--- config.mk ---
export PLATFORM = sky130hd
export DESIGN_NAME = olist_cell
export DESIGN_NICKNAME = d
export VERILOG_FILES = /design/src/sv/olist_pkg.sv /design/src/sv/olist_cell.sv
export SDC_FILE = /design/constraint.sdc
export NUM_CORES = 1
export LEC_CHECK = 0
export BUFFER_PORTS_ARGS = -buffer_cell sky130_fd_sc_hd__buf_2
export CAP_MARGIN = 10
export CORE_MARGIN = 4
export CORE_UTILIZATION = 30
export CTS_CLUSTER_SIZE = 28
export DETAILED_ROUTE_END_ITERATION = 6
export PLACE_DENSITY = 0.66
export SYNTH_ARGS = -nofsm -noshare
export SYNTH_HDL_FRONTEND = slang
export SYNTH_SLANG_ARGS = --single-unit
--- constraint.sdc ---
create_clock -name clk -period 2.05 [get_ports clk]
set_input_delay 0.3075 -clock clk [delete_from_list [all_inputs] [get_ports clk]]
set_output_delay 0.3075 -clock clk [all_outputs]
set_load 0.05 [all_outputs]
--- src/sv/olist_pkg.sv ---
// Ordered list engine: shared types and codes.
// No dependencies; imported by the interfaces' users, the cells, the control and the top level.
`default_nettype none

package olist_pkg;

    // request action codes
    localparam logic [2:0] ACT_APPEND = 3'd0;
    localparam logic [2:0] ACT_INSERT = 3'd1;
    localparam logic [2:0] ACT_DELETE = 3'd2;
    localparam logic [2:0] ACT_READ   = 3'd3;
    localparam logic [2:0] ACT_FIND   = 3'd4;

    // result status codes
    localparam logic [1:0] STAT_OK        = 2'd0;
    localparam logic [1:0] STAT_RANGE     = 2'd1;
    localparam logic [1:0] STAT_FULL      = 2'd2;
    localparam logic [1:0] STAT_NOT_FOUND = 2'd3;

    typedef enum logic [2:0] {
        ST_IDLE = 3'b001,
        ST_SCAN = 3'b010,
        ST_DONE = 3'b100
    } olist_state_t;

    typedef enum logic [1:0] {
        CELL_HOLD,
        CELL_INSERT,
        CELL_DELETE
    } cell_op_t;

    // broadcast from the control to every cell
    typedef struct packed {
        cell_op_t op;     // entry update, applied on commit
        logic     clear;  // drop the carry chain
        logic     scan;   // advance the carry chain one cell
        logic     find;   // scan matches on value instead of index
    } cell_cmd_t;

endpackage

`default_nettype wire

--- src/sv/olist_cell.sv ---
// Ordered list engine: one list cell (entry register plus one carry stage).
// Depends on olist_pkg.
`default_nettype none

module olist_cell
    import olist_pkg::*;
#(
    parameter int INDEX     = 0,
    parameter int DEPTH     = 64,
    parameter int WORD_BITS = 32
) (
    input  wire logic                         clk,
    input  wire logic                         rst_n,
    input  wire cell_cmd_t                    cmd,
    input  wire logic [$clog2(DEPTH+1)-1:0]   pos,
    input  wire logic [WORD_BITS-1:0]         word_in,
    input  wire logic [WORD_BITS-1:0]         lower_data,
    input  wire logic [WORD_BITS-1:0]         upper_data,
    input  wire logic                         upper_hit,
    input  wire logic [WORD_BITS-1:0]         upper_word,
    input  wire logic [$clog2(DEPTH)-1:0]     upper_idx,
    output logic      [WORD_BITS-1:0]         data,
    output logic                              hit,
    output logic      [WORD_BITS-1:0]         carry_word,
    output logic      [$clog2(DEPTH)-1:0]     carry_idx
);

    localparam int PW = $clog2(DEPTH + 1);
    localparam int IW = $clog2(DEPTH);
    localparam logic [PW-1:0] MY_POS = PW'(INDEX);
    localparam logic [IW-1:0] MY_IDX = IW'(INDEX);

    logic [WORD_BITS-1:0] data_reg;
    logic [WORD_BITS-1:0] data_next;
    logic                 hit_reg;
    logic [WORD_BITS-1:0] cword_reg;
    logic [IW-1:0]        cidx_reg;
    logic                 sel;

    always_comb
    begin
        data_next = data_reg;
        case (cmd.op)
            CELL_INSERT:
            begin
                if (MY_POS > pos)
                    data_next = lower_data;
                else if (MY_POS == pos)
                    data_next = word_in;
            end
            CELL_DELETE:
            begin
                if (MY_POS >= pos)
                    data_next = upper_data;
            end
            default: data_next = data_reg;
        endcase
    end

    assign sel = cmd.find ? (data_reg == word_in) : (MY_POS == pos);

    always_ff @(posedge clk)
    begin
        data_reg <= data_next;
    end

    // carry stage: lowest selected cell wins once the chain has run far enough
    always_ff @(posedge clk or negedge rst_n)
    begin
        if (!rst_n)
            hit_reg <= 1'b0;
        else if (cmd.clear)
            hit_reg <= 1'b0;
        else if (cmd.scan)
            hit_reg <= sel | upper_hit;
    end

    always_ff @(posedge clk)
    begin
        if (cmd.scan)
        begin
            if (sel)
            begin
                cword_reg <= data_reg;
                cidx_reg  <= MY_IDX;
            end
            else
            begin
                cword_reg <= upper_word;
                cidx_reg  <= upper_idx;
            end
        end
    end

    assign data       = data_reg;
    assign hit        = hit_reg;
    assign carry_word = cword_reg;
    assign carry_idx  = cidx_reg;

endmodule

`default_nettype wire

==> results_dict.tcl <==
set metrics [dict create \
    outcome "finished clean" \
    cp_data_arrival_time_ns 2.09 \
    crit_path_start_kind "register" \
    yosysMostFrequentCell "edfxtp_1" \
    fin_crit_ns 2.03 \
    wirelength_um 13200 \
    min_period_over_period_pct 98.9 \
    switching_share_pct 25.6 \
    fin_ws_ns 0.0228 \
    synthDistinctLibCells 29 \
    dp_hpwl_um 9850 \
    nets 695 \
    fmax_mhz 493 \
    worst_slew_pin_slew_ns 0.366 \
    final-setup-viol-count 0 \
    viasPerCell 5.13 \
    synth_edf_count 70 \
    avgRoutedWirePerCell_um 18.3 \
    ys_ff_latch 71 \
    io_pins 220 \
    pwr-share-comb_pct 16.7 \
    final_area_sq_mm 0.00593 \
    netlist_top_cells_count "edfxtp_1, nand4_1, nand2_1" \
    hold_viol_final 0 \
    cts_tree "built" \
    rsz0062_at_grt "true" \
    power_frac_clock_pct 41.6 \
    insertion_delay_ns 0.33 \
    timing.critical_path.to "carry_word[24]" \
    path_clk_slew_ns 0.06 \
    hp-class "in -> reg" \
    synth.yosys.warnings 0 \
    setup.worst_path.class "reg -> reg" \
    start_util_pct 31.1 \
    ant_nets 0 \
    multi_input_area_sq_mm 0.00184 \
    leakagePower_nw 2.46 \
    netlist_instances 327 \
    grt_first_pass_wirelength_um 19300 \
    syn-num-nets 476 \
    grt_pass1_vias 3787 \
    relSlewSlack_pct 75.6 \
    async_reset_ff_share_pct 1.41 \
    post-route-util_pct 46.4 \
    syn2layout_area_growth_pct 49.4 \
    clock-root-buffer "clkbuf_16" \
    htreeDepth 3 \
    peakVddDrop_v 0.000279 \
    dieArea_sq_mm 0.0151 \
    drive_gt1_share_pct 55.0 \
    p_int_mw 3.03 \
    seqPwrFrac_pct 41.6 \
    numCtsBuffers 9 \
    place_area_sq_mm 0.00543 \
    grt_max_degree 40 \
    netlist_area_sq_mm 0.00397 \
    n_antenna_cell 0 \
    holdWs_ns 0.217 \
    clock_sink_count 71 \
    antenna_found_initial 0 \
    critPathLaunch "data[3]" \
    synth_top_area_share_pct 53.0 \
    chipWidth_um 123 \
    power_density_mw_per_mm2 687 \
    maxSlewViolCount 0 \
    yosys.area.top_type "edfxtp_1" \
    rows 41 \
    io_buffer_count 187 \
    clk_path_buf_depth 2 \
    endpoint_kind "register" \
    rrSetupSlack_ns 0.02 \
    maxCapViolations 0 \
    drt-initial-drc-count 160 \
    crit_required_ns 2.12 \
    fin_skew_ns 0.00354 \
    cp_max_fo 15 \
    fillers 1206 \
    drc 0 \
    die_y_um 123 \
    place_congestion 0.795 \
    p_sw_mw 1.04 \
    first_pass_iters 4 \
    placeableCoreArea_sq_mm 0.0128 \
    avgSynthCellArea_sq_um 12.1 \
    synthTopCellsByArea "edfxtp_1, mux2_2, a2bb2oi_1, xnor2_1, o211ai_1" \
    grt_usage_pct 17.1 \
    r2r_end "carry_word[24]" \
    timing.rr.start "data[3]" \
    total_power_mw 4.07 \
    synth-main-ff-cell "edfxtp_1" \
    ys_seq_area_share_pct 53.6 \
    seq_area_sq_mm 0.00213 \
    vias 3709 \
    place_ws_ns -0.191 \
    gr-total-overflow 0 \
    r2r_cells 8 \
]
-- timing repair --
item / 4_1_cts / 5_1_grt
endpoints found under the setup margin: 38 / 38
hold endpoints to repair: 1 / 0
gates resized for setup: 15 / 12
hold buffers: 1 / 0
pin swaps: 7 / 4
buffers inserted: 4 / 3
-- cells by family (layout without fill, tap and decap cells) --
family	after synthesis	count (layout)	share of synthesized area, %
compound gates	69	69	14.7
xor+xnor	30	30	6.62
buf+inv	32	256	3.47
flops	71	71	53.6
mux	31	31	8.80
simple gates	94	94	12.9
-- per-layer routing --
| layer | global-route usage, % | part of all wire [%] | vias to the layer above |
|---|---|---|---|
| li1 | - | - | 1741 |
| met4 | 7.06 | 1.4 | 0 |
| met2 | 30.2 | 50 | 188 |
| met3 | 3.34 | 8.5 | 14 |
| met1 | 20.3 | 40 | 1766 |
| met5 | 0 | 0 | - |
-- cells in the final DEF, fill, tap and decap left out, drive strengths merged, types with 2 or more instances in the layout --
cell type,synthesis,layout
buf,9,236
edfxtp,70,70
nand4,38,38
nand2,35,35
o211ai,32,32
a2bb2oi,32,32
mux2,31,31
xnor2,30,30
clkbuf,20,12
nor3b,6,6
nor2,4,4
inv,3,3
nand2b,2,2
clkinv,0,2
bufinv,0,2
nor4,2,2
nor3,2,2
-- power groups by stage --
stage | Combinational, mW | Sequential, mW | Clock, mW
after global placement | 0.661 | 1.72 | 0
after detailed placement | 0.672 | 1.73 | 0
final | 0.682 | 1.70 | 1.69
after CTS | 0.680 | 1.70 | 1.73
after floorplan | 0.177 | 1.96 | 0
after global routing | 0.724 | 1.70 | 1.80
-- how the worst min path moves through the flow --
stage,from,end,slack [ns],depth (start not counted)
6_report,upper_hit,hit,0.22,2
5_1_grt,upper_hit,hit,0.22,2
4_1_cts,upper_hit,hit,0.20,2
3_3_place_gp,rst_n,hit,0.08,1
2_1_floorplan,rst_n,hit,0.01,0
3_5_place_dp,rst_n,hit,0.09,1
-- stage by stage --
stage	setup TNS [ns]	cells
after detailed placement	-5.74	702
after floorplan	-3.56	327
after global routing	-1.47	723
after CTS	-0.00289	723
after global placement	-5.65	702
final	0	723
-- worst max-delay path: stages, from the launching register on --
cell	delay, ns
edfxtp_1	0.43
xnor2_2	0.16
buf_4	0.16
nand2_4	0.05
a2111oi_4	0.31
buf_4	0.19
and2_4	0.18
buf_12	0.15
o211ai_1	0.12
-- layout make-up --
type,instances,area share [%]
inverter,3,0.190
clock inverter,4,1.18
clock buffer,12,4.16
sequential,71,35.9
timing repair buffer,237,24.0
tap,172,3.63
multi-input combinational,224,30.9
No activity file was read; power rests on OpenSTA's default activity.
