[src/sv/olist_pkg.sv]
// Ordered list engine: shared types and codes.
// No dependencies; imported by the interfaces' users, the cells, the control and the top level.
`default_nettype none

package olist_pkg;

    // request action codes
    localparam logic [2:0] ACT_APPEND = 3'd0;
    localparam logic [2:0] ACT_INSERT = 3'd1;
    localparam logic [2:0] ACT_DELETE = 3'd2;
    localparam logic [2:0] ACT_READ   = 3'd3;
    localparam logic [2:0] ACT_FIND   = 3'd4;

    // result status codes
    localparam logic [1:0] STAT_OK        = 2'd0;
    localparam logic [1:0] STAT_RANGE     = 2'd1;
    localparam logic [1:0] STAT_FULL      = 2'd2;
    localparam logic [1:0] STAT_NOT_FOUND = 2'd3;

    typedef enum logic [2:0] {
        ST_IDLE = 3'b001,
        ST_SCAN = 3'b010,
        ST_DONE = 3'b100
    } olist_state_t;

    typedef enum logic [1:0] {
        CELL_HOLD,
        CELL_INSERT,
        CELL_DELETE
    } cell_op_t;

    // broadcast from the control to every cell
    typedef struct packed {
        cell_op_t op;     // entry update, applied on commit
        logic     clear;  // drop the carry chain
        logic     scan;   // advance the carry chain one cell
        logic     find;   // scan matches on value instead of index
    } cell_cmd_t;

endpackage

`default_nettype wire

[src/sv/olist_ifs.sv]
// Ordered list engine: request and response channel interfaces.
// Valid/ready handshake; widths are set by the instantiating level.
`default_nettype none

interface olist_req_if #(
    parameter int PW        = 7,
    parameter int WORD_BITS = 32
);
    logic                 valid;
    logic                 ready;
    logic [2:0]           action;
    logic [PW-1:0]        position;
    logic [WORD_BITS-1:0] word_in;

    modport source (output valid, action, position, word_in, input ready);
    modport sink   (input valid, action, position, word_in, output ready);
endinterface

interface olist_rsp_if #(
    parameter int IW        = 6,
    parameter int PW        = 7,
    parameter int WORD_BITS = 32
);
    logic                 valid;
    logic                 ready;
    logic [WORD_BITS-1:0] word_out;
    logic [IW-1:0]        found_index;
    logic [PW-1:0]        length;
    logic [1:0]           status;

    modport source (output valid, word_out, found_index, length, status, input ready);
    modport sink   (input valid, word_out, found_index, length, status, output ready);
endinterface

`default_nettype wire

[src/sv/olist_ctrl.sv]
// Ordered list engine: request sequencer, length counter and response register.
// Depends on olist_pkg and the channel interfaces in olist_ifs.sv.
`default_nettype none

module olist_ctrl
    import olist_pkg::*;
#(
    parameter int DEPTH     = 64,
    parameter int WORD_BITS = 32
) (
    input  wire logic                         clk,
    input  wire logic                         rst_n,
    olist_req_if.sink                         req,
    olist_rsp_if.source                       rsp,
    output cell_cmd_t                         cmd,
    output logic      [$clog2(DEPTH+1)-1:0]   cell_pos,
    output logic      [WORD_BITS-1:0]         cell_word,
    input  wire logic                         carry_hit,
    input  wire logic [WORD_BITS-1:0]         carry_word,
    input  wire logic [$clog2(DEPTH)-1:0]     carry_idx
);

    localparam int PW = $clog2(DEPTH + 1);
    localparam int IW = $clog2(DEPTH);
    localparam logic [PW-1:0] FULL_COUNT = PW'(DEPTH);

    olist_state_t         state_reg, state_next;
    logic [2:0]           act_reg;
    logic [PW-1:0]        pos_reg;
    logic [WORD_BITS-1:0] word_reg;
    logic [PW-1:0]        count_reg, count_next;
    logic [PW-1:0]        left_reg;
    logic [PW-1:0]        scan_n;
    logic                 accept;
    logic                 commit;

    logic                 out_valid_reg;
    logic [WORD_BITS-1:0] out_word_reg;
    logic [IW-1:0]        out_idx_reg;
    logic [PW-1:0]        out_len_reg;
    logic [1:0]           out_status_reg;

    logic [WORD_BITS-1:0] res_word;
    logic [IW-1:0]        res_idx;
    logic [1:0]           res_status;
    cell_op_t             res_op;

    assign req.ready = (state_reg == ST_IDLE);
    assign accept    = req.valid && req.ready;
    assign commit    = (state_reg == ST_DONE) && (!out_valid_reg || rsp.ready);

    // number of cells the carry chain must cover
    always_comb
    begin
        case (req.action)
            ACT_DELETE, ACT_READ:
                scan_n = (req.position < count_reg) ? req.position + PW'(1) : '0;
            ACT_FIND:
                scan_n = count_reg;
            default:
                scan_n = '0;
        endcase
    end

    always_comb
    begin
        state_next = state_reg;
        case (state_reg)
            ST_IDLE: if (accept) state_next = (scan_n != '0) ? ST_SCAN : ST_DONE;
            ST_SCAN: if (left_reg == PW'(1)) state_next = ST_DONE;
            ST_DONE: if (commit) state_next = ST_IDLE;
            default: state_next = ST_IDLE;
        endcase
    end

    always_comb
    begin
        res_word   = '0;
        res_idx    = '0;
        res_status = STAT_OK;
        res_op     = CELL_HOLD;
        count_next = count_reg;
        case (act_reg)
            ACT_APPEND:
            begin
                if (count_reg >= FULL_COUNT)
                    res_status = STAT_FULL;
                else
                begin
                    res_op     = CELL_INSERT;
                    count_next = count_reg + PW'(1);
                end
            end
            ACT_INSERT:
            begin
                if (pos_reg > count_reg)
                    res_status = STAT_RANGE;
                else if (count_reg >= FULL_COUNT)
                    res_status = STAT_FULL;
                else
                begin
                    res_op     = CELL_INSERT;
                    count_next = count_reg + PW'(1);
                end
            end
            ACT_DELETE:
            begin
                if (pos_reg >= count_reg)
                    res_status = STAT_RANGE;
                else
                begin
                    res_word   = carry_word;
                    res_op     = CELL_DELETE;
                    count_next = count_reg - PW'(1);
                end
            end
            ACT_READ:
            begin
                if (pos_reg >= count_reg)
                    res_status = STAT_RANGE;
                else
                    res_word = carry_word;
            end
            ACT_FIND:
            begin
                if (carry_hit)
                    res_idx = carry_idx;
                else
                    res_status = STAT_NOT_FOUND;
            end
            default:
            begin
                res_status = STAT_OK;
            end
        endcase
        if (!commit)
        begin
            res_op     = CELL_HOLD;
            count_next = count_reg;
        end
    end

    // append is an insert at the current end
    assign cell_pos  = (act_reg == ACT_APPEND) ? count_reg : pos_reg;
    assign cell_word = word_reg;
    assign cmd.op    = res_op;
    assign cmd.clear = accept;
    assign cmd.scan  = (state_reg == ST_SCAN);
    assign cmd.find  = (act_reg == ACT_FIND);

    always_ff @(posedge clk or negedge rst_n)
    begin
        if (!rst_n)
        begin
            state_reg     <= ST_IDLE;
            count_reg     <= '0;
            left_reg      <= '0;
            out_valid_reg <= 1'b0;
        end
        else
        begin
            state_reg <= state_next;
            count_reg <= count_next;
            if (accept)
                left_reg <= scan_n;
            else if (state_reg == ST_SCAN)
                left_reg <= left_reg - PW'(1);
            if (commit)
                out_valid_reg <= 1'b1;
            else if (rsp.ready)
                out_valid_reg <= 1'b0;
        end
    end

    always_ff @(posedge clk)
    begin
        if (accept)
        begin
            act_reg  <= req.action;
            pos_reg  <= req.position;
            word_reg <= req.word_in;
        end
        if (commit)
        begin
            out_word_reg   <= res_word;
            out_idx_reg    <= res_idx;
            out_len_reg    <= count_next;
            out_status_reg <= res_status;
        end
    end

    assign rsp.valid       = out_valid_reg;
    assign rsp.word_out    = out_word_reg;
    assign rsp.found_index = out_idx_reg;
    assign rsp.length      = out_len_reg;
    assign rsp.status      = out_status_reg;

`ifndef SYNTHESIS
    a_count_bound: assert property (@(posedge clk) disable iff (!rst_n)
        count_reg <= FULL_COUNT)
        else $error("list length above capacity");

    a_scan_left: assert property (@(posedge clk) disable iff (!rst_n)
        (state_reg == ST_SCAN) |-> (left_reg != '0))
        else $error("scan running with no cells left");

    a_delete_hit: assert property (@(posedge clk) disable iff (!rst_n)
        (state_reg == ST_DONE && act_reg == ACT_DELETE && pos_reg < count_reg)
        |-> carry_hit)
        else $error("delete of a valid entry found no carry");

    a_count_quiet: assert property (@(posedge clk) disable iff (!rst_n)
        (state_reg != ST_DONE) |=> (count_reg == $past(count_reg)))
        else $error("length changed outside commit");
`endif

endmodule

`default_nettype wire

[src/flat_wrapper.sv]
// flat-port wrapper written by rule: the top's interface ports become plain ports
module olist_ctrl_flat import olist_pkg::*;
#(
    parameter int DEPTH     = 64,
    parameter int WORD_BITS = 32
)
  (clk, rst_n, cmd, cell_pos, cell_word, carry_hit, carry_word, carry_idx, req_valid, req_action, req_position, req_word_in, req_ready, rsp_valid, rsp_word_out, rsp_found_index, rsp_length, rsp_status, rsp_ready);
  olist_req_if #(.WORD_BITS(WORD_BITS)) req_i ();
  olist_rsp_if #(.WORD_BITS(WORD_BITS)) rsp_i ();
  input  wire logic clk;
  input  wire logic rst_n;
  output cell_cmd_t cmd;
  output logic      [$clog2(DEPTH+1)-1:0] cell_pos;
  output logic      [WORD_BITS-1:0] cell_word;
  input  wire logic carry_hit;
  input  wire logic [WORD_BITS-1:0] carry_word;
  input  wire logic [$clog2(DEPTH)-1:0] carry_idx;
  input wire logic [$bits(req_i.valid)-1:0] req_valid;
  input wire logic [$bits(req_i.action)-1:0] req_action;
  input wire logic [$bits(req_i.position)-1:0] req_position;
  input wire logic [$bits(req_i.word_in)-1:0] req_word_in;
  output wire logic [$bits(req_i.ready)-1:0] req_ready;
  output wire logic [$bits(rsp_i.valid)-1:0] rsp_valid;
  output wire logic [$bits(rsp_i.word_out)-1:0] rsp_word_out;
  output wire logic [$bits(rsp_i.found_index)-1:0] rsp_found_index;
  output wire logic [$bits(rsp_i.length)-1:0] rsp_length;
  output wire logic [$bits(rsp_i.status)-1:0] rsp_status;
  input wire logic [$bits(rsp_i.ready)-1:0] rsp_ready;
  assign req_i.valid = req_valid;
  assign req_i.action = req_action;
  assign req_i.position = req_position;
  assign req_i.word_in = req_word_in;
  assign req_ready = req_i.ready;
  assign rsp_valid = rsp_i.valid;
  assign rsp_word_out = rsp_i.word_out;
  assign rsp_found_index = rsp_i.found_index;
  assign rsp_length = rsp_i.length;
  assign rsp_status = rsp_i.status;
  assign rsp_i.ready = rsp_ready;
  olist_ctrl #(.DEPTH(DEPTH), .WORD_BITS(WORD_BITS)) u_core (.clk(clk), .rst_n(rst_n), .req(req_i), .rsp(rsp_i), .cmd(cmd), .cell_pos(cell_pos), .cell_word(cell_word), .carry_hit(carry_hit), .carry_word(carry_word), .carry_idx(carry_idx));
endmodule
[config.mk]
export PLATFORM = sky130hd
export DESIGN_NAME = olist_ctrl_flat
export DESIGN_NICKNAME = d
export VERILOG_FILES = /design/src/sv/olist_pkg.sv /design/src/sv/olist_ifs.sv /design/src/sv/olist_ctrl.sv /design/src/flat_wrapper.sv
export SDC_FILE = /design/constraint.sdc
export NUM_CORES = 1
export LEC_CHECK = 0
export BUFFER_PORTS_ARGS = -buffer_cell sky130_fd_sc_hd__buf_2
export CAP_MARGIN = 30
export CELL_PAD_IN_SITES_DETAIL_PLACEMENT = 0
export CELL_PAD_IN_SITES_GLOBAL_PLACEMENT = 1
export CORE_ASPECT_RATIO = 1.5
export CORE_UTILIZATION = 41
export CTS_CLUSTER_SIZE = 16
export DETAILED_ROUTE_END_ITERATION = 12
export PLACE_DENSITY = 0.95
export SLEW_MARGIN = 20
export SYNTH_ARGS = -nofsm -noshare
export SYNTH_HDL_FRONTEND = slang
export SYNTH_SLANG_ARGS = --single-unit
[constraint.sdc]
create_clock -name clk -period 5.7 [get_ports clk]
set_input_delay 0.57 -clock clk [delete_from_list [all_inputs] [get_ports clk]]
set_output_delay 0.57 -clock clk [all_outputs]
set_load 0.005 [all_outputs]
==> metrics.cfg, run 1 <==
[sta]
final_max_slew_viol_count = 0
finalCritPeriodShare_pct = 61.0
setup_tns_ns = 0
finalSetupViolCount = 0
fmax_mhz = 287
hold_viol = 0
worst_pin_slew_ns = 0.642
slew_headroom_pct = 57.1
period_needed_ns = 3.48
fin_skew_ns = 0.0117
rsz0062_at_grt = no
worst_slack_ns = 2.22

[clock_tree]
clock_latency_ns = 0.35
clk_pin_slew_ns = 0.07
tritoncts = built
clock_tree.buffer_depth = 2
clock_tree.root_cell = clkbuf_16
post_cts_buffers = 0
ctsHoldBuffers = 0
cts_sinks = 107
cts_buffers = 9
cts_resized = 0
h-tree-depth = 3

[power]
peakVddDrop_mv = 0.183
leakage_uw = 0.00269
power.density_nw_per_um2 = 241

[drt]
drtPass1Iterations = 4
detail-route-antenna-nets = 0
drt-vias-per-instance = 5.15
wire_per_inst_um = 16.4
vias = 3605
drc_errors = 0
routed_wirelength_um = 11500
drt-initial-drc-count = 261

[logic_synthesis]
async_flop_share_pct = 16.8
netlist_area_um2 = 4820
synth_top_cells_by_area = edfxtp_1, dfrtp_1, ha_1, and2_1, a21oi_1
syn-num-nets = 467
synth.distinct_cells = 55
syn_inst = 364
ys_warn_count = 0
synth_top_area_share_pct = 55.4
synth_top_area_cell = edfxtp_1
ys_ff_latch = 107
avgSynthCellArea_um2 = 13.2
synth_edf_count = 89
ys_seq_area_share_pct = 64.8
synth_ff_type = edfxtp_1

[min_path]
hold_path_class = input pin to async pin

[setup_path]
cp_max_fo = 9
endpoint_kind = output pin
arrival_ns = 2.91
path_class = flip-flop to output pin
startpoint_type = flip-flop
worstPathRequired_ns = 5.13

[finish]
drive_gt1_share_pct = 38.5
utilization_pct = 53.7
final_cell_mix = buf_2, edfxtp_1, and2_1, a21oi_1, nor2_1
area.growth.synth_to_final_pct = 27.8
nFillCells = 1009
layout.cells.most_common = buf_2
nets = 648
multi_input_area_um2 = 1580
finalNonFillerCells = 700
n_antenna_cell = 0
seq_area_um2 = 3120

[floorplanning]
start_util_pct = 42.0
die-area_um2 = 12200
dieHeight_um = 135
core_area_um2 = 11500
ioPinCount = 178
rows = 48
fp.dieW_um = 90.6

[grt]
grt_util_all_layers_pct = 19.2
grt_max_degree = 47
antenna_found_initial = 0
grt_pass1_wl_um = 17800
globalRouteOverflowTotal = 0
grt_pass1_vias = 3565

[placement]
place_ws_ns = 2.33
port_buffers = 177
gp_congestion = 0.975
dp.cells = 682
dp_hpwl_um = 8870

[flow_run]
maxCapViolations = 0

[status]
outcome = complete, no violations

==> logic make-up (layout without fill, tap and decap cells) <==
logic type / Yosys count / in the layout / synth area share, %
and+or+nand+nor: 125 / 125 / 14.5
xor gates and xnor gates: 13 / 13 / 2.36
buffers and inverters: 29 / 215 / 2.49
adders and majority gates: 18 / 18 / 4.67
AOI/OAI and AO/OA: 66 / 66 / 9.78
DFF: 107 / 107 / 64.8
muxes: 6 / 6 / 1.40
==> synth_stat cells, types with 2 or more instances <==
cell / number
a21o_1: 3
nand2b_1: 6
clkbuf_1: 7
buf_4: 2
o31ai_1: 2
nand2_1: 16
nor3b_1: 3
xor2_1: 5
nor3_1: 9
a221oi_1: 6
a21oi_1: 22
ha_1: 18
nand3b_1: 2
mux2_2: 6
o211ai_1: 2
nand3_1: 10
nor2_1: 21
o22ai_1: 2
a211o_1: 2
edfxtp_1: 89
a31oi_1: 2
and3_1: 9
dfrtp_1: 17
o21ai_0: 7
o21a_1: 2
and2_1: 32
buf_2: 3
xnor2_1: 8
inv_1: 17
nand4_1: 7
a22oi_1: 3
==> cell type report <==
cell class                 count  share of cell area [%]
inverter                      17                    1.04
tap                          150                    3.05
clock inverter                 6                   0.975
sequential                   107                    50.7
clock buffer                  10                    3.72
multi-input combinational    228                    25.6
timing repair buffer         182                    14.9
==> power by group <==
part | leakage (uW) | total [uW] | switching (uW) | internal, uW
Clock | 0.000134 | 589 | 283 | 305
Combinational | 0.00145 | 52.4 | 24.5 | 28.0
Sequential | 0.00111 | 841 | 0.0000000000000199 | 841
Total | 0.00269 | 1480 | 308 | 1170
==> worst paths after layout <==
| check | endpoint | depth (start not counted) | from | slack [ns] |
|---|---|---|---|---|
| setup reg to reg | u_core.rsp.length[1] | 8 | u_core.count_reg[6] | 2.74 |
| hold reg to reg | u_core.state_reg[2] | 1 | u_core.state_reg[0] | 0.54 |
| min in group clk | u_core.cell_word[20] | 1 | req_word_in[20] | 0.39 |
| max in group asynchronous | u_core.state_reg[0] | 1 | rst_n | 5.20 |
| hold / removal | u_core.rsp.valid | 1 | rst_n | 0.16 |
| setup / recovery | cmd[3] | 9 | u_core.count_reg[6] | 2.22 |
==> metal layers <==
metal	vias to the layer above	track usage, %	wire length, um	part of all wire, %
li1	1719	-	-	-
met1	1682	21.5	4470	39
met2	172	34.1	5880	51
met3	32	3.27	711	6.2
met4	0	11.2	452	3.9
met5	-	0	0	0
==> metrics by stage <==
step,total power [uW],instance area [um2],hold slack [ns]
finish,1480,6160,0.157
global placement,910,5860,0.519
CTS,1500,6150,0.164
detailed placement,911,5860,0.532
floorplan,871,4820,0.274
global route,1540,6160,0.177
==> critical path, cell delays in order, from the launching register on <==
cell and delay (ns):
dfrtp_1 0.57, inv_1 0.20, ha_1 0.38, a21oi_1 0.15, o21ai_1 0.14, o221ai_1 0.32, buf_2 0.28, nand3_1 0.16
nor2_1 0.19, buf_2 0.16
Note: power is estimated with default switching activity, not from simulation.
==> run 2: changes to the inputs <==
--- a/config.mk
+++ b/config.mk
@@ -10,10 +10,10 @@
 export CELL_PAD_IN_SITES_DETAIL_PLACEMENT = 0
 export CELL_PAD_IN_SITES_GLOBAL_PLACEMENT = 1
 export CORE_ASPECT_RATIO = 1.5
-export CORE_UTILIZATION = 41
+export CORE_UTILIZATION = 39
 export CTS_CLUSTER_SIZE = 16
 export DETAILED_ROUTE_END_ITERATION = 12
-export PLACE_DENSITY = 0.95
+export PLACE_DENSITY = 0.93
 export SLEW_MARGIN = 20
 export SYNTH_ARGS = -nofsm -noshare
 export SYNTH_HDL_FRONTEND = slang
==> constraint.sdc (replaced) <==
create_clock -name clk -period 3.4 [get_ports clk]
set_input_delay 0.34 -clock clk [delete_from_list [all_inputs] [get_ports clk]]
set_output_delay 0.34 -clock clk [all_outputs]
set_load 0.005 [all_outputs]
==> metrics.cfg, run 2 (synthesis results as in run 1) <==
[floorplanning]
core_area_um2 = 12000  ; +4.8%
rows = 49  ; +2.1%
fp.dieW_um = 92.8  ; +2.5%
die-area_um2 = 12800  ; +5.0%
ioPinCount = 178  ; unchanged
start_util_pct = 40.1  ; -1.9 points
dieHeight_um = 138  ; +2.5%

[finish]
nFillCells = 1098  ; +8.8%
final_cell_mix = buf_2, edfxtp_1, and2_1, a21oi_1, nor2_1
seq_area_um2 = 3120  ; unchanged
area.growth.synth_to_final_pct = 28.8
nets = 651  ; +0.46%
final_area_um2 = 6210  ; +0.83%
drive_gt1_share_pct = 38.6  ; +0.042 points
multi_input_area_um2 = 1580  ; unchanged
n_antenna_cell = 0  ; unchanged
layout.cells.most_common = buf_2

[status]
outcome = complete, no violations

[power]
p_sw_share_pct = 19.6  ; -1.1 points
power.density_nw_per_um2 = 407  ; +69%
leakage_uw = 0.00272  ; +0.89%
p_int_uw = 2030  ; +73%
pwr-share-clk_pct = 40.8  ; +1.1 points
combPwrFrac_pct = 3.5  ; about the same
peakVddDrop_mv = 0.372  ; +100%
pwr-share-seq_pct = 55.7  ; -1.1 points
p_sw_uw = 496  ; +61%

[clock_tree]
cts_sinks = 107  ; unchanged
clock_tree.buffer_depth = 2  ; unchanged
cts_buffers = 9  ; unchanged
clk_pin_slew_ns = 0.08  ; about the same
clock_tree.root_cell = clkbuf_16
h-tree-depth = 3  ; unchanged
tritoncts = built
clock_latency_ns = 0.34  ; about the same
cts_resized = 0  ; unchanged

[drt]
drtPass1Iterations = 4  ; unchanged
drt-vias-per-instance = 5.09  ; -1.1%
drc_errors = 0  ; unchanged
wire_per_inst_um = 16.4  ; -0.35%
routed_wirelength_um = 11600  ; +0.36%
vias = 3589  ; -0.44%
detail-route-antenna-nets = 0  ; unchanged
drt-initial-drc-count = 294  ; +13%

[grt]
grt_max_degree = 46  ; -2.1%
grt_pass1_wl_um = 18200  ; +1.9%
grt_util_all_layers_pct = 18.4  ; -0.79 points
grt_pass1_vias = 3630  ; +1.8%
globalRouteOverflowTotal = 0  ; unchanged
antenna_found_initial = 0  ; unchanged

[sta]
fmax_mhz = 322
rsz0062_at_grt = no
finalSetupViolCount = 0  ; unchanged
slew_headroom_pct = 55.1  ; -2.0 points
final_max_slew_viol_count = 0  ; unchanged
period_needed_ns = 3.11
fin_skew_ns = 0.0111  ; -0.000579 ns
worst_pin_slew_ns = 0.671  ; +0.0293 ns
finalCritPeriodShare_pct = 91.4
worst_slack_ns = 0.294  ; -1.93 ns
setup_tns_ns = 0  ; unchanged
hold_viol = 0  ; unchanged
holdWs_ns = 0.165  ; +0.00774 ns

[placement]
post_dp_cell_area_um2 = 5910  ; +0.75%
dp_hpwl_um = 8880  ; about the same
port_buffers = 177  ; unchanged
gp_congestion = 0.892  ; -8.5%
place_ws_ns = 0.537  ; -1.79 ns

[setup_path]
slowest_stage = dfrtp_1
crit_path_start = u_core.count_reg[4]
crit_path_max_incr_delay_ns = 0.51  ; -0.06 ns
crit_buf_inv = 3  ; unchanged
worstPathRequired_ns = 3.06  ; -2.07 ns
arrival_ns = 2.77  ; -0.14 ns
cp_max_fo = 10  ; +1
crit_chain = inv_1 -> ha_1 -> a21oi_1 -> o21ai_1 -> o221ai_1 -> buf_4 -> nand3_1 -> nor2_1 -> buf_2
critPathTopFamily = compound AO/OA/AOI/OAI gates
endpoint_kind = output pin
startpoint_type = flip-flop
r2r-start = u_core.count_reg[4]
path_class = flip-flop to output pin

[min_path]
worstHoldStart = req_word_in[15]
hold_path_class = input pin to flip-flop

[flow_run]
maxCapViolations = 0  ; unchanged

-- run 2: cell count changes in the layout (fill, tap and decap cells not counted) --
cell,before,now
buf_4,3,5
clkinv_1,0,2
clkinvlp_4,2,0
buf_12,0,1
bufinv_16,0,1
clkbuf_1,1,0
clkbuf_2,1,0
clkinv_8,1,0
dlygate4sd3_1,0,1
inv_1,17,16
inv_6,1,2
-- run 2: power groups by stage --
stage                     sequential (uW)  clock [uW]  combinational (uW)
after floorplan                      1440           0                21.3
after CTS                            1410        1060                88.3
final                                1410        1030                87.6
after global routing                 1410        1110                97.1
after global placement               1440           0                84.9
after detailed placement             1440           0                86.9
-- run 2: final timing paths --
kind / slack (ns) / end / cells after the start
setup / recovery: 0.29 / cmd[3] / 9
hold / removal: 0.16 / u_core.cell_word[15] / 1
setup reg to reg: 0.51 / u_core.rsp.length[1] / 8
hold reg to reg: 0.54 / u_core.rsp.valid / 2
max in group asynchronous: 2.59 / u_core.state_reg[0] / 2
min in group asynchronous: 0.48 / u_core.rsp.valid / 2
-- run 2: layout make-up --
| cell class | count | area share, % |
|---|---|---|
| inverters | 17 | 1.03 |
| multi-input cells | 228 | 25.4 |
| clock inverters | 6 | 1.15 |
| well taps | 153 | 3.08 |
| flip-flops and latches | 107 | 50.3 |
| clock buffers | 9 | 3.63 |
| repair buffers | 185 | 15.4 |
-- run 2: stage by stage --
step,total power (uW),utilization (%),instances
finish,2530,51.7,705
global route,2620,51.7,705
CTS,2560,51.7,705
detailed placement,1530,49.1,689
global placement,1520,49.1,688
floorplan,1460,-,364
-- run 2: per-layer routing --
| metal | vias up | share of wire [%] | wire [um] | GRT usage (%) |
|---|---|---|---|---|
| met1 | 1693 | 38 | 4390 | 20.6 |
| li1 | 1724 | - | - | - |
| met5 | - | 0 | 0 | 0 |
| met2 | 152 | 53 | 6140 | 33.4 |
| met3 | 20 | 6.5 | 748 | 3.96 |
| met4 | 0 | 2.4 | 272 | 7.04 |
-- run 2: repair_timing --
item | CTS | global route
hold endpoints to repair | 17 | 0
setup buffers | 0 | 0
hold buffers | 1 | 0
